## config.mk

```make
export PLATFORM = sky130hd
export DESIGN_NAME = i2c_bit_level_master_core
export DESIGN_NICKNAME = d
export VERILOG_FILES = /design/src/hdl/i2cbm_pkg.sv /design/src/hdl/i2cbm_seq.sv /design/src/hdl/i2cbm_out_reg.sv /design/src/hdl/i2c_bit_level_master_core.sv
export VERILOG_INCLUDE_DIRS = /design/src /design/src/hdl
export SDC_FILE = /design/constraint.sdc
export NUM_CORES = 1
export LEC_CHECK = 0
export BUFFER_PORTS_ARGS = -buffer_cell sky130_fd_sc_hd__buf_2
export CAP_MARGIN = 20
export CORE_ASPECT_RATIO = 1.2
export CORE_MARGIN = 2
export CORE_UTILIZATION = 31
export CTS_CLUSTER_DIAMETER = 200
export DETAILED_ROUTE_END_ITERATION = 10
export GPL_ROUTABILITY_DRIVEN = 0
export PLACE_DENSITY = 0.53
export SYNTH_ARGS = -nofsm -noshare
export SYNTH_HDL_FRONTEND = slang
export SYNTH_SLANG_ARGS = --single-unit
```

## constraint.sdc

```tcl
create_clock -name clk -period 6.22 [get_ports clk]
set_input_delay 0.311 -clock clk [delete_from_list [all_inputs] [get_ports clk]]
set_output_delay 0.311 -clock clk [all_outputs]
set_load 0.05 [all_outputs]
```

## src/hdl/i2c_bit_level_master_core_defines.svh

```systemverilog
// ----------------------------------------------------------------------------
// I2C bit-level master core: assertion macros
// Concurrent assertion helpers; empty when SYNTHESIS is defined.
// ----------------------------------------------------------------------------
`ifndef I2C_BIT_LEVEL_MASTER_CORE_DEFINES_SVH
`define I2C_BIT_LEVEL_MASTER_CORE_DEFINES_SVH

`ifndef SYNTHESIS
// Same-cycle implication, disabled during reset.
`define I2CBM_ASSERT_IMP(label, clk, rst_n, ante, cons) \
  label: assert property (@(posedge clk) disable iff (!rst_n) (ante) |-> (cons)) \
    else $error("assertion failed");
// Next-cycle implication, disabled during reset.
`define I2CBM_ASSERT_NXT(label, clk, rst_n, ante, cons) \
  label: assert property (@(posedge clk) disable iff (!rst_n) (ante) |=> (cons)) \
    else $error("assertion failed");
`else
`define I2CBM_ASSERT_IMP(label, clk, rst_n, ante, cons)
`define I2CBM_ASSERT_NXT(label, clk, rst_n, ante, cons)
`endif

`endif

```

## src/hdl/i2cbm_pkg.sv

```systemverilog
// ----------------------------------------------------------------------------
// I2C bit-level master package
// Item types, operation codes and the single-segment sequencer step.
// ----------------------------------------------------------------------------
`default_nettype none

package i2cbm_pkg;

  localparam logic       KIND_CMD  = 1'b0;
  localparam logic       KIND_TICK = 1'b1;

  localparam logic [2:0] OP_START = 3'd0;
  localparam logic [2:0] OP_STOP  = 3'd1;
  localparam logic [2:0] OP_WRITE = 3'd2;
  localparam logic [2:0] OP_READ  = 3'd3;
  localparam logic [2:0] OP_WACK  = 3'd4;
  localparam logic [2:0] OP_ACK   = 3'd5;
  localparam logic [2:0] OP_NACK  = 3'd6;
  localparam logic [2:0] OP_PROBE = 3'd7;

  localparam logic [7:0] HALF_PERIOD_RST = 8'd10;
  localparam logic [2:0] LAST_BIT        = 3'd7;
  // probe sub-sequences sit in phase groups of four: start, write, wait ack, stop
  localparam logic [1:0] GRP_START = 2'd0;
  localparam logic [1:0] GRP_WRITE = 2'd1;
  localparam logic [1:0] GRP_WACK  = 2'd2;
  localparam logic [1:0] GRP_STOP  = 2'd3;

  typedef struct packed {
    logic       kind;
    logic [2:0] op;
    logic [7:0] tx_byte;
    logic       sda_in;
  } in_item_t;

  typedef struct packed {
    logic       scl_out;
    logic       sda_out;
    logic       busy_res;
    logic       done_res;
    logic [7:0] rx_byte;
    logic       no_ack;
    logic       rejected;
  } out_item_t;

  typedef enum logic [1:0] {
    SEG_DELAY = 2'd0,
    SEG_NEXT  = 2'd1,
    SEG_END   = 2'd2
  } seg_code_t;

  typedef struct packed {
    logic [3:0] phase;
    logic [2:0] bit_cnt;
    logic [7:0] shift_out;
    logic [7:0] shift_in;
    logic       scl;
    logic       sda;
    logic       ack;
  } seq_st_t;

  typedef struct packed {
    seq_st_t   st;
    seg_code_t code;
  } seg_res_t;

  // Run one segment of the sequence selected by op and st.phase.
  function automatic seg_res_t seg_run(logic [2:0] op, seq_st_t st, logic sda_in);
    seg_res_t   r;
    logic [1:0] p;
    logic [1:0] grp;
    logic [2:0] sub;
    r      = '{st: st, code: SEG_DELAY};
    p      = st.phase[1:0];
    grp    = 2'd0;
    sub    = op;
    if (op == OP_PROBE) begin
      grp = st.phase[3:2];
      unique case (grp)
        GRP_START: sub = OP_START;
        GRP_WRITE: sub = OP_WRITE;
        GRP_WACK:  sub = OP_WACK;
        default:   sub = OP_STOP;
      endcase
    end
    unique case (sub)
      OP_START: begin
        unique case (p)
          2'd0: begin r.st.sda = 1'b1; r.st.scl = 1'b1; p = 2'd1; end
          2'd1: begin r.st.sda = 1'b0; p = 2'd2; end
          2'd2: begin r.st.scl = 1'b0; p = 2'd3; end
          default: r.code = SEG_END;
        endcase
      end
      OP_STOP: begin
        if (p == 2'd0) begin
          r.st.sda = 1'b0;
          r.st.scl = 1'b1;
          p        = 2'd1;
        end else begin
          r.st.sda = 1'b1;
          r.code   = SEG_END;
        end
      end
      OP_WRITE: begin
        unique case (p)
          2'd0: begin r.st.sda = st.shift_out[7]; p = 2'd1; end
          2'd1: begin r.st.scl = 1'b1; p = 2'd2; end
          2'd2: begin
            r.st.scl = 1'b0;
            // release SDA for the ack slot after the last bit
            if (st.bit_cnt == LAST_BIT) r.st.sda = 1'b1;
            r.st.shift_out = {st.shift_out[6:0], 1'b0};
            p = 2'd3;
          end
          default: begin
            if (st.bit_cnt == LAST_BIT) begin
              r.code = SEG_END;
            end else begin
              r.st.bit_cnt = st.bit_cnt + 3'd1;
              p            = 2'd0;
              r.code       = SEG_NEXT;
            end
          end
        endcase
      end
      OP_READ: begin
        unique case (p)
          2'd0: begin r.st.scl = 1'b1; p = 2'd1; end
          2'd1: begin
            r.st.shift_in = {st.shift_in[6:0], sda_in};
            r.st.scl      = 1'b0;
            p             = 2'd2;
          end
          default: begin
            if (st.bit_cnt == LAST_BIT) begin
              r.code = SEG_END;
            end else begin
              r.st.bit_cnt = st.bit_cnt + 3'd1;
              p            = 2'd0;
              r.code       = SEG_NEXT;
            end
          end
        endcase
      end
      OP_WACK: begin
        unique case (p)
          2'd0: begin r.st.sda = 1'b1; p = 2'd1; end
          2'd1: begin r.st.scl = 1'b1; p = 2'd2; end
          2'd2: begin r.st.ack = sda_in; r.st.scl = 1'b0; p = 2'd3; end
          default: r.code = SEG_END;
        endcase
      end
      OP_ACK: begin
        unique case (p)
          2'd0: begin r.st.sda = 1'b0; p = 2'd1; end
          2'd1: begin r.st.scl = 1'b1; p = 2'd2; end
          2'd2: begin r.st.scl = 1'b0; p = 2'd3; end
          default: begin r.st.sda = 1'b1; r.code = SEG_END; end
        endcase
      end
      default: begin
        unique case (p)
          2'd0: begin r.st.sda = 1'b1; p = 2'd1; end
          2'd1: begin r.st.scl = 1'b1; p = 2'd2; end
          2'd2: begin r.st.scl = 1'b0; p = 2'd3; end
          default: r.code = SEG_END;
        endcase
      end
    endcase
    r.st.phase = {grp, p};
    return r;
  endfunction

endpackage

`default_nettype wire

```

## src/hdl/i2cbm_seq.sv

```systemverilog
// ----------------------------------------------------------------------------
// I2C bit-level master sequencer
// Holds the bus state and advances it on each command and on each tick that ends a wait.
// ----------------------------------------------------------------------------
`default_nettype none

`include "i2c_bit_level_master_core_defines.svh"

module i2cbm_seq (
  input  wire                  clk,
  input  wire                  rst_n,
  input  wire                  acc,
  input  i2cbm_pkg::in_item_t  item,
  input  wire [7:0]            half_period,
  output i2cbm_pkg::out_item_t res
);

  logic [2:0]         cur_op_r, cur_op_nxt;
  logic               busy_r, busy_nxt;
  logic [7:0]         wait_r, wait_nxt;
  i2cbm_pkg::seq_st_t st_r, st_nxt;

  logic               is_cmd;
  logic               run;
  logic               rej;
  logic               done;
  logic [2:0]         op_sel;
  i2cbm_pkg::seq_st_t st0, st1;
  i2cbm_pkg::seg_res_t r1, r2;
  logic               probe_more;
  logic               second;

  assign is_cmd = (item.kind == i2cbm_pkg::KIND_CMD);
  assign rej    = acc && is_cmd && busy_r;
  assign run    = acc && ((is_cmd && !busy_r) ||
                          (!is_cmd && busy_r && (wait_r <= 8'd1)));
  assign op_sel = is_cmd ? item.op : cur_op_r;

  always_comb begin
    st0 = st_r;
    if (is_cmd) begin
      st0.phase     = '0;
      st0.bit_cnt   = '0;
      st0.shift_out = item.tx_byte;
      if (item.op == i2cbm_pkg::OP_READ) st0.shift_in = '0;
    end
  end

  assign r1 = i2cbm_pkg::seg_run(op_sel, st0, item.sda_in);

  // a finished probe sub-sequence chains straight into the next one
  assign probe_more = (r1.code == i2cbm_pkg::SEG_END) && (op_sel == i2cbm_pkg::OP_PROBE) &&
                      (r1.st.phase[3:2] != i2cbm_pkg::GRP_STOP);
  assign second     = (r1.code == i2cbm_pkg::SEG_NEXT) || probe_more;

  always_comb begin
    st1 = r1.st;
    if (probe_more) begin
      st1.phase   = {r1.st.phase[3:2] + 2'd1, 2'b00};
      st1.bit_cnt = '0;
    end
  end

  assign r2 = i2cbm_pkg::seg_run(op_sel, st1, item.sda_in);

  always_comb begin
    cur_op_nxt = cur_op_r;
    busy_nxt   = busy_r;
    wait_nxt   = wait_r;
    st_nxt     = st_r;
    done       = 1'b0;
    if (acc && !is_cmd && busy_r && (wait_r > 8'd1)) begin
      wait_nxt = wait_r - 8'd1;
    end
    if (run) begin
      cur_op_nxt = op_sel;
      if ((r1.code == i2cbm_pkg::SEG_END) && !second) begin
        busy_nxt       = 1'b0;
        wait_nxt       = '0;
        st_nxt         = r1.st;
        st_nxt.phase   = '0;
        st_nxt.bit_cnt = '0;
        done           = 1'b1;
      end else begin
        busy_nxt = 1'b1;
        wait_nxt = half_period;
        st_nxt   = second ? r2.st : r1.st;
      end
    end
  end

  always_ff @(posedge clk) begin
    if (!rst_n) begin
      cur_op_r <= i2cbm_pkg::OP_START;
      busy_r   <= 1'b0;
      wait_r   <= '0;
      st_r     <= '{phase: '0, bit_cnt: '0, shift_out: '0, shift_in: '0,
                    scl: 1'b1, sda: 1'b1, ack: 1'b0};
    end else if (acc) begin
      cur_op_r <= cur_op_nxt;
      busy_r   <= busy_nxt;
      wait_r   <= wait_nxt;
      st_r     <= st_nxt;
    end
  end

  always_comb begin
    res.scl_out  = st_nxt.scl;
    res.sda_out  = st_nxt.sda;
    res.busy_res = busy_nxt;
    res.done_res = done;
    res.rx_byte  = st_nxt.shift_in;
    res.no_ack   = st_nxt.ack;
    res.rejected = rej;
  end

  `I2CBM_ASSERT_IMP(a_idle_clean, clk, rst_n, !busy_r, (st_r.phase == 4'd0) && (st_r.bit_cnt == 3'd0) && (wait_r == 8'd0))
  `I2CBM_ASSERT_NXT(a_reject_holds, clk, rst_n, rej, busy_r && $stable(st_r) && $stable(wait_r))
  `I2CBM_ASSERT_NXT(a_hold_without_request, clk, rst_n, !acc, $stable(st_r) && $stable(wait_r) && $stable(busy_r))

endmodule

`default_nettype wire

```

## src/hdl/i2cbm_out_reg.sv

```systemverilog
// ----------------------------------------------------------------------------
// I2C bit-level master result register
// Holds one result until the receiver takes it; refills in the same cycle.
// ----------------------------------------------------------------------------
`default_nettype none

module i2cbm_out_reg (
  input  wire                  clk,
  input  wire                  rst_n,
  input  wire                  load,
  input  i2cbm_pkg::out_item_t res,
  output logic                 can_load,
  output logic                 out_valid,
  input  wire                  out_ready,
  output i2cbm_pkg::out_item_t out_item
);

  logic                 valid_r, valid_nxt;
  i2cbm_pkg::out_item_t item_r;

  assign can_load = !valid_r || out_ready;

  always_comb begin
    valid_nxt = valid_r;
    if (load)           valid_nxt = 1'b1;
    else if (out_ready) valid_nxt = 1'b0;
  end

  always_ff @(posedge clk) begin
    if (!rst_n) begin
      valid_r <= 1'b0;
    end else begin
      valid_r <= valid_nxt;
    end
  end

  always_ff @(posedge clk) begin
    if (load) begin
      item_r <= res;
    end
  end

  assign out_valid = valid_r;
  assign out_item  = item_r;

endmodule

`default_nettype wire

```

## src/hdl/i2c_bit_level_master_core.sv

```systemverilog
// ----------------------------------------------------------------------------
// I2C bit-level master core
// Open-drain master bit engine driven by command and tick requests.
// ----------------------------------------------------------------------------
// Usage:
//   in_*  : one request per handshake; a command starts an operation, a tick
//           carries the sampled SDA level and advances it.
//   out_* : exactly one result per request, in order, with SCL/SDA drive
//           levels, busy, done, received byte, ack status and reject flag.
//   cfg_* : writes half_period_ticks; take it only while the engine is idle.
// Results are registered: a request's result shows in the cycle after it is
// taken. Throughput is one request per cycle while the receiver does not stall,
// set by the single result register behind the sequencer.
// When the receiver stalls, the result holds and in_ready drops once the
// result register is full; a new request is taken in the same cycle that the
// held result leaves. Reset releases both lines, clears the engine state and
// loads half_period_ticks with 10. cfg_ready is always high.
// ----------------------------------------------------------------------------
`default_nettype none

module i2c_bit_level_master_core (
  input  wire                  clk,
  input  wire                  rst_n,
  input  wire                  in_valid,
  output logic                 in_ready,
  input  i2cbm_pkg::in_item_t  in_item,
  output logic                 out_valid,
  input  wire                  out_ready,
  output i2cbm_pkg::out_item_t out_item,
  input  wire                  cfg_valid,
  output logic                 cfg_ready,
  input  wire [7:0]            cfg_data
);

  logic [7:0]           half_period_r;
  logic                 acc;
  i2cbm_pkg::out_item_t res;

  assign cfg_ready = 1'b1;
  assign acc       = in_valid && in_ready;

  always_ff @(posedge clk) begin
    if (!rst_n) begin
      half_period_r <= i2cbm_pkg::HALF_PERIOD_RST;
    end else if (cfg_valid && cfg_ready) begin
      half_period_r <= cfg_data;
    end
  end

  i2cbm_seq u_seq (
    .clk         (clk),
    .rst_n       (rst_n),
    .acc         (acc),
    .item        (in_item),
    .half_period (half_period_r),
    .res         (res)
  );

  i2cbm_out_reg u_out_reg (
    .clk       (clk),
    .rst_n     (rst_n),
    .load      (acc),
    .res       (res),
    .can_load  (in_ready),
    .out_valid (out_valid),
    .out_ready (out_ready),
    .out_item  (out_item)
  );

endmodule

`default_nettype wire

```

==> flow_summary_export.csv, run 1 <==
group,metric,value,unit
detailed_routing,drt_iter0_markers,312,
floorplan,ios,43,
detailed_routing,wirelength,13100,um
floorplan,num_rows,48,
yosys,yosysSeqAreaShare,0.304,
setup_path,startpoint_type,"input pin",
yosys,synth-xor-area-share,0.0117,
setup_path,cp-end-kind,"register",
power_and_ir_drop,ir_drop,0.000140,V
clock_network,root_buffer,"clkbuf_16",
clock_network,cts_buffers,9,
finish,fin_area,5070,um^2
setup_path,critPathMaxFanout,35,
finish,final_nets,591,
yosys,synthArstFlopShare,0,
job,maxCapViolations,0,
floorplan,die_area,15400,um^2
clock_network,cts_max_path_buffers,2,
yosys,ys_top_cells_by_area,"dfxtp_1 21%, edfxtp_1 9.4%, mux2i_1 5.4%, a21oi_1 5.3%, nor2_1 4.4%",
placed_design,portBuffers,41,
yosys,synth_compound_area_frac,0.291,
yosys,ys.warnings.count,0,
clock_network,cts_setup_buffers,0,
yosys,yosysUniqueCellTypes,84,
global_route,grt_first_pass_wirelength,21100,um
finish,regArea,1360,um^2
yosys,synth_largest_area_cell,"dfxtp_1",
timing,slew_headroom,0.349,
global_route,antenna_found_initial,0,
yosys,synth_area,4480,um^2
power_and_ir_drop,power.total,0.00121,W
floorplan,core,14200,um^2
clock_network,cts_sinks,61,
placed_design,hpwl,9440,um
yosys,synth.mux.area_fraction,0.0972,
floorplan,die_y,136,um
clock_network,htreeDepth,3,
yosys,ys.flop_type,"dfxtp_1",
detailed_routing,firstDrtPassIters,5,
yosys,syn-num-nets,566,
yosys,synth_seq_cells,61,
yosys,synth_adder_area_share,0.0419,
yosys,postSynthCellCount,525,
finish,final_common_cell,"nor2_1",
timing,rsz0062_at_grt,"false",
global_route,grt_pass1_vias,4002,
power_and_ir_drop,p_per_area,238,nW/um^2
global_route,grt_overflow,0,
floorplan,initial_core_util,0.315,
timing,final_hold_viol_count,0,
clock_network,clk_pin_slew,0.05,ns
yosys,avgSynthCellArea,8.53,um^2
finish,diodes,0,
timing,period_minus_slack,4.41,ns
timing,fin_skew,0.0105,ns
finish,area_growth,13.3,%
finish,final_cell_mix,"53 x nor2_1, 47 x a21oi_1, 47 x dfxtp_1",
finish,drive_above_1_share,0.187,
clock_network,clk_latency,0.33,ns
timing,whs,0.206,ns
timing,fin_crit_sh,0.709,
finish,finish.utilization,0.356,
clock_network,cts_tree,"done",
finish,multiInputGateArea,2890,um^2
power_and_ir_drop,p_leak,2.01,nW
clock_network,cts_repair_resize_count,0,
detailed_routing,via_count,4218,
detailed_routing,post_drt_wl_per_cell,17.9,um
detailed_routing,viasPerCell,5.78,
hold_path,hold_class,"in -> reg",
floorplan,dieWidth,114,um
setup_path,worstPathRequired,6.30,ns
timing,tightest_slew,0.977,ns
yosys,synth-simple-area-share,0.203,
detailed_routing,ant_nets,0,
global_route,grt_use_total,0.171,
setup_path,arrival,4.49,ns
timing,fin_tns_setup,0,ns
finish,n_fill_cell,1461,
timing,slew_violations,0,
detailed_routing,drcViolationCount,0,
setup_path,path_class,"in -> reg",
yosys,yosys.area.top_type_share,0.210,
timing,fmax,227,MHz
run_status,status,"completed",
timing,finalSetupViolCount,0,
placed_design,placed_cell_area,4770,um^2
yosys,synth_top_family_by_area,"compound AO/OA/AOI/OAI gates",
clock_network,hold_buffers,0,
global_route,grt_max_degree,36,
yosys,synth_enable_flop_cells,14,
==> metal layers <==
metal	track usage	part of all wire	wire, um
met2	0.298	0.50	6560
met5	0	0	0
met1	0.204	0.42	5430
met3	0.0331	0.048	633
met4	0.0793	0.033	432
==> worst max-delay path: stages <==
cell and delay [ns]:
buf_2 0.54, nand2_1 0.32, inv_1 0.22, ha_1 0.28, inv_1 0.17, o22ai_1 0.33, o21a_1 0.23, and2_1 0.26
xnor2_1 0.14, nor2_1 0.06, ha_1 0.22, and3_1 0.17, a31oi_1 0.29, o21ai_0 0.14, a221oi_1 0.31, nand3_1 0.15
a211oi_2 0.24, nor2_1 0.07
==> cells in the mapped netlist (4+ instances only) <==
cell and count:
a22oi_1 5, nor3_1 12, o21a_1 6, nand2_1 38, o21ai_0 24, dfxtp_1 47
o21ai_1 8, a31oi_1 4, edfxtp_1 14, and3_1 10, buf_6 4, a21oi_1 47
a211oi_1 10, nand4_1 5, o311ai_0 8, nand2b_1 11, mux2_2 4, buf_2 4
nand3_1 11, nor2_1 53, mux4_2 5, o22ai_1 5, clkbuf_1 20, xnor2_1 5
o31ai_1 5, ha_1 15, and2_1 19, mux2i_1 24, inv_1 16
==> registers in the layout, indices dropped and copies added, names as in the netlist <==
name / flops
u_seq.wait_r: 8
u_seq.busy_r: 1
u_seq.st0: 3
u_out_reg.out_item: 14
half_period_r: 8
u_out_reg.out_valid: 1
u_seq.st_r: 23
u_seq.cur_op_r: 3
==> final timing paths <==
| path | from | to | slack [ns] | cells after the start |
|---|---|---|---|---|
| hold / removal | cfg_data[1] | half_period_r[1] | 0.21 | 3 |
| setup / recovery | in_item[12] | u_out_reg.out_item[12] | 1.81 | 18 |
| hold reg to reg | u_seq.st_r[11] | u_seq.st_r[11] | 0.46 | 2 |
| setup reg to reg | u_seq.st_r[23] | u_out_reg.out_item[12] | 1.98 | 17 |
==> final cells by class <==
type / count / area share
Timing Repair Buffer: 45 / 0.0503
Clock inverter: 4 / 0.00444
Multi-Input combinational cell: 416 / 0.571
Sequential cell: 61 / 0.268
Clock buffer: 12 / 0.0506
Inverter: 17 / 0.0126
Tap cell: 175 / 0.0432
==> cells by family after synthesis <==
kind of cell | after synthesis
multiplexers | 35
buffers and inverters | 48
flip-flops | 61
XOR/XNOR | 6
other | 1
AND/OR/NAND/NOR | 181
AO/OA/AOI/OAI | 178
adder cells (fa/ha/maj) | 15
==> report_power, final <==
part | switching [W] | total [W] | internal (W)
Combinational | 0.000189 | 0.000292 | 0.000103
Sequential | 0.0000197 | 0.000449 | 0.000430
Clock | 0.000179 | 0.000468 | 0.000289
==> per-stage QoR <==
step / setup slack, ns / std cells
floorplan: 2.11 / 525
global placement: 1.60 / 713
detailed placement: 1.53 / 713
CTS: 1.86 / 729
global route: 1.47 / 730
finish: 1.81 / 730
Power figures use the tool's default switching activity.
==> run 2, diff against run 1 <==
- PLACE_DENSITY: 0.53 -> 0.55
- clock period: 6.22 -> 3.57 ns (I/O delays scaled with it)
==> run 2 against run 1 <==
Flip-flop and latch count unchanged. Non-clock buffer count increased by 70. Clock skew increased by 0.0017 ns. Die area unchanged. Clock power increased by 92%. Power increased by 87%. Worst setup slack got worse by 1.6 ns. Largest power group unchanged. Cell count increased by 9.6%. Critical path depth decreased by 3. First-iteration DRC count decreased by 2.2%.
==> flow_summary_export.csv, run 2 (synthesis gave the netlist of run 1 again) <==
group,metric,value,unit
setup_path,reg2reg_from,"u_seq.st_r[24]",
finish,n_fill_cell,1411,
timing,tightest_slew,0.757,ns
hold_path,hold_class,"in -> reg",
clock_network,hold_buffers,0,
setup_path,r2r_end,"u_seq.st0[0]",
timing,fmax,297,MHz
job,maxCapViolations,0,
finish,final_nets,661,
timing,finalSetupViolCount,0,
finish,finish.utilization,0.398,
detailed_routing,wirelength,13800,um
clock_network,htreeDepth,3,
floorplan,core,14200,um^2
timing,slew_violations,0,
power_and_ir_drop,p_per_area,399,nW/um^2
timing,whs,0.0665,ns
detailed_routing,drt_iter0_markers,305,
detailed_routing,via_count,4418,
floorplan,dieWidth,114,um
placed_design,placed_cell_area,5320,um^2
clock_network,root_buffer,"clkbuf_16",
floorplan,ios,43,
floorplan,num_rows,48,
setup_path,startpoint_type,"register",
clock_network,cts_sinks,61,
power_and_ir_drop,power.total,0.00226,W
setup_path,worstPathRequired,3.78,ns
clock_network,cts_buffers,9,
placed_design,hpwl,10500,um
placed_design,portBuffers,41,
global_route,antenna_found_initial,0,
setup_path,path_class,"reg -> reg",
global_route,grt_overflow,0,
detailed_routing,ant_nets,0,
power_and_ir_drop,p_leak,2.37,nW
clock_network,clk_pin_slew,0.05,ns
floorplan,die_y,136,um
timing,slew_headroom,0.495,
finish,diodes,0,
global_route,grt_first_pass_wirelength,22400,um
detailed_routing,post_drt_wl_per_cell,17.2,um
detailed_routing,drcViolationCount,0,
timing,final_hold_viol_count,0,
finish,fin_area,5660,um^2
finish,final_cell_mix,"74 x buf_4, 53 x nor2_1, 47 x a21oi_1",
run_status,status,"completed",
detailed_routing,firstDrtPassIters,5,
detailed_routing,viasPerCell,5.52,
finish,largest_reg_flops,23,
global_route,grt_use_total,0.183,
setup_path,critPathMaxFanout,8,
setup_path,ff2ff_setup_slack,0.21,ns
timing,period_minus_slack,3.36,ns
setup_path,critical_path.endpoint,"u_seq.st0[0]",
finish,final_common_cell,"buf_4",
global_route,grt_max_degree,39,
timing,fin_skew,0.0122,ns
global_route,grt_pass1_vias,4388,
power_and_ir_drop,ir_drop,0.000247,V
finish,drive_above_1_share,0.296,
floorplan,initial_core_util,0.315,
clock_network,cts_tree,"done",
finish,regMostFlops,"u_seq.st_r",
setup_path,setup.worst_path.start,"u_seq.st_r[24]",
setup_path,cp-end-kind,"register",
clock_network,clk_latency,0.33,ns
finish,area_growth,26.5,%
setup_path,arrival,3.58,ns
timing,fin_crit_sh,0.942,
clock_network,cts_max_path_buffers,2,
setup_path,reg2reg_depth,15,
floorplan,die_area,15400,um^2
==> run 2: cell type report <==
| type | instances | area (um^2) | share of cell area |
|---|---|---|---|
| Multi-Input combinational cell | 416 | 2950 | 0.520 |
| Sequential cell | 61 | 1360 | 0.241 |
| Timing Repair Buffer | 115 | 761 | 0.134 |
| Clock buffer | 13 | 270 | 0.0477 |
| Tap cell | 175 | 219 | 0.0387 |
| Inverter | 17 | 63.8 | 0.0113 |
| Clock inverter | 3 | 41.3 | 0.00729 |
==> run 2: routing by layer <==
| metal | global-route usage | vias to the layer above | part of all wire |
|---|---|---|---|
| met4 | 0.0949 | 0 | 0.041 |
| li1 | - | 2159 | - |
| met1 | 0.226 | 2123 | 0.43 |
| met5 | 0 | - | 0 |
| met3 | 0.0300 | 28 | 0.036 |
| met2 | 0.306 | 108 | 0.49 |
==> run 2: what timing repair did <==
| item | CTS | global route |
|---|---|---|
| endpoints found under the setup margin | 0 | 15 |
| gates resized for setup | 0 | 8 |
| setup buffers | 0 | 1 |
==> run 2: stage by stage <==
step | setup WS [ns] | TNS (ns) | std cells
final | 0.208 | 0 | 800
after global placement | -0.0136 | -0.0136 | 783
after floorplan | 0.000626 | 0 | 525
after CTS | 0.126 | 0 | 799
after detailed placement | -0.0373 | -0.0373 | 783
after global routing | -0.00253 | -0.00253 | 800
==> run 2: critical path: stages, from the launching register on <==
cell and delay, ns:
dfxtp_1 0.37, and2_1 0.23, o21a_1 0.20, buf_4 0.14
o21ai_1 0.25, buf_4 0.22, a21oi_1 0.05, o221ai_1 0.25
and3_1 0.26, buf_4 0.17, ha_1 0.18, buf_4 0.14
nand4_1 0.07, a21oi_1 0.19, mux2_2 0.37, and2_1 0.15
==> run 2: how the worst min path moves through the flow <==
stage | cells after the start | endpoint | start | slack (ns)
after floorplan | 2 | half_period_r[1] | cfg_data[1] | 0.31
after global placement | 3 | half_period_r[1] | cfg_data[1] | 0.40
after detailed placement | 3 | half_period_r[3] | cfg_data[3] | 0.40
after CTS | 3 | half_period_r[3] | cfg_data[3] | 0.05
after global routing | 3 | half_period_r[1] | cfg_data[1] | 0.08
final | 3 | half_period_r[3] | cfg_data[3] | 0.07
==> run 2: power breakdown <==
| part | internal [W] | leakage, nW | switching, W |
|---|---|---|---|
| combinational | 0.000233 | 1.69 | 0.000344 |
| sequential | 0.000749 | 0.523 | 0.0000331 |
| clock | 0.000596 | 0.156 | 0.000302 |
| total | 0.00158 | 2.37 | 0.000680 |
==> run 3, diff against run 2 <==
- MAX_ROUTING_LAYER: unset -> met4
- clock period: 3.57 -> 3 ns (I/O delays scaled with it)
==> run 3 against run 2 <==
The run now ends with setup timing left. Clock skew down 0.0054 ns. Routed wire length up 13%. Via count up 8.6%. Register-to-register slack worse by 0.36 ns. Critical endpoint is now u_out_reg.out_item[12]. Largest cell class unchanged. Largest power group unchanged.
==> flow_summary_export.csv, run 3 (synthesis gave the netlist of run 1 again) <==
group,metric,value,unit
setup_path,arrival,3.23,ns
clock_network,clk_latency,0.33,ns
clock_network,cts_tree,"done",
timing,fin_tns_setup,-0.456,ns
setup_path,reg2reg_depth,15,
timing,slew_violations,0,
finish,stdcell_count,867,
timing,slew_headroom,0.475,
global_route,grt_pass1_vias,4639,
detailed_routing,ant_nets,0,
run_status,violations,"setup timing",
timing,fin_skew,0.00678,ns
hold_path,min_path_cells,3,
timing,period_minus_slack,3.15,ns
power_and_ir_drop,ir_drop,0.000299,V
setup_path,reg2reg_from,"u_seq.cur_op_r[2]",
setup_path,crit_cells,15,
power_and_ir_drop,netSwitchingFraction,0.313,
floorplan,core,14200,um^2
run_status,status,"finished with violations",
power_and_ir_drop,p_per_area,439,nW/um^2
setup_path,slowest_stage,"dfxtp_2",
global_route,grt_overflow,0,
floorplan,die_area,15400,um^2
finish,regMostFlops,"u_seq.st_r",
clock_network,cts_buffers,9,
hold_path,hold_class,"in -> reg",
setup_path,setup.worst_path.start,"u_seq.cur_op_r[2]",
detailed_routing,wirelength,15700,um
clock_network,cts_max_path_buffers,2,
clock_network,cts_sinks,61,
global_route,grt_first_pass_wirelength,23900,um
setup_path,worstPathRequired,3.08,ns
timing,rsz0062_at_grt,"true",
setup_path,path_class,"reg -> reg",
power_and_ir_drop,pwr-share-comb,0.294,
detailed_routing,via_count,4797,
finish,final_nets,728,
detailed_routing,drcViolationCount,0,
placed_design,placed_cell_area,5860,um^2
floorplan,die_y,136,um
setup_path,startpoint_type,"register",
timing,fin_crit_sh,1.05,
placed_design,portBuffers,41,
finish,area_growth,47.4,%
detailed_routing,firstDrtPassIters,5,
clock_network,htreeDepth,3,
detailed_routing,post_drt_wl_per_cell,18.1,um
setup_path,critPathMaxFanout,5,
finish,final_common_cell,"buf_4",
timing,tightest_slew,0.786,ns
floorplan,num_rows,48,
timing,finalSetupViolCount,11,
placed_design,dp_cells,840,
setup_path,cp-end-kind,"register",
clock_network,root_buffer,"clkbuf_16",
power_and_ir_drop,power_switching,0.000906,W
hold_path,worstHoldStart,"cfg_data[1]",
global_route,grt_max_degree,33,
detailed_routing,viasPerCell,5.53,
finish,final_cell_mix,"136 x buf_4, 48 x nor2_1, 41 x a21oi_1, 41 x buf_2, 39 x dfxtp_1",
power_and_ir_drop,internal_power,0.00199,W
detailed_routing,drt_iter0_markers,236,
setup_path,worstPathCellList,"and4_4, and3_4, ha_4, a31o_1, a31oi_4, o211a_4, nor2_4, ha_4, and3_4, a31oi_4, o21ai_2, a221oi_2, nand3_1, a211oi_2, nor2_1",
finish,drive_above_1_share,0.451,
power_and_ir_drop,p_leak,2.77,nW
global_route,antenna_found_initial,0,
power_and_ir_drop,seqPwrFrac,0.320,
finish,diodes,0,
job,maxCapViolations,0,
setup_path,crit_family,"compound AO/OA/AOI/OAI gates",
timing,worst_slack,-0.149,ns
power_and_ir_drop,clkPwrFrac,0.385,
setup_path,critPathMaxStageDelay,0.33,ns
timing,fmax,318,MHz
setup_path,critPathBufInv,0,
finish,largest_reg_flops,23,
floorplan,dieWidth,114,um
floorplan,initial_core_util,0.315,
finish,fin_area,6600,um^2
placed_design,hpwl,11600,um
global_route,grt_use_total,0.203,
clock_network,clk_pin_slew,0.06,ns
floorplan,ios,43,
timing,final_hold_viol_count,0,
run 3: cell count changes in the layout (fill, tap and decap cells not counted), sizes merged:
cell,delta
clkinv,-1
clkinvlp,+1
buf,+67
clkbuf,-2
inv,+2
run 3: timing repair:
action / CTS / global route
hold buffers: 0 / 0
buffers inserted: 1 / 10
pin swaps: 12 / 24
endpoints found under the setup margin: 33 / 33
resized for setup: 36 / 42
run 3: cell type report:
class	count	area [um^2]
clock inverter	5	61.3
timing repair buffer	182	1290
tap	175	219
fill	1330	7630
multi-input combinational	416	3320
inverter	17	66.3
sequential	61	1370
clock buffer	11	264
run 3: worst paths after layout:
kind	endpoint	slack, ns
setup reg to reg	u_out_reg.out_item[12]	-0.15
hold reg to reg	u_seq.st_r[11]	0.47
setup / recovery	u_out_reg.out_item[12]	-0.15
hold / removal	half_period_r[1]	0.03
run 3: routing by layer:
layer,vias to the layer above,GRT usage,share of wire
li1,2305,-,-
met1,2292,0.234,0.41
met2,151,0.343,0.50
met4,0,0.110,0.048
met3,49,0.0260,0.041
met5,-,-,0
run 3: tightest hold or removal path, stage by stage:
cell,delay (ns)
buf_2,0.08
mux2i_1,0.05
nand2_1,0.05
run 3: power groups by stage:
stage | Sequential, W | Clock (W) | Combinational (W)
2_1_floorplan | 0.000978 | 0 | 0.000433
3_3_place_gp | 0.000943 | 0 | 0.000755
3_5_place_dp | 0.000943 | 0 | 0.000762
4_1_cts | 0.000927 | 0.00115 | 0.000790
5_1_grt | 0.000933 | 0.00117 | 0.000919
6_report | 0.000928 | 0.00112 | 0.000852
run 3: per-stage QoR:
| step | setup WS, ns | total power (W) | hold slack, ns | utilization |
|---|---|---|---|---|
| global route | -0.275 | 0.00303 | 0.0458 | 0.464 |
| floorplan | -0.327 | 0.00141 | 0.278 | - |
| detailed placement | -0.420 | 0.00171 | 0.369 | 0.412 |
| finish | -0.149 | 0.00290 | 0.0333 | 0.464 |
| CTS | -0.0931 | 0.00286 | 0.0184 | 0.445 |
| global placement | -0.314 | 0.00170 | 0.369 | 0.412 |
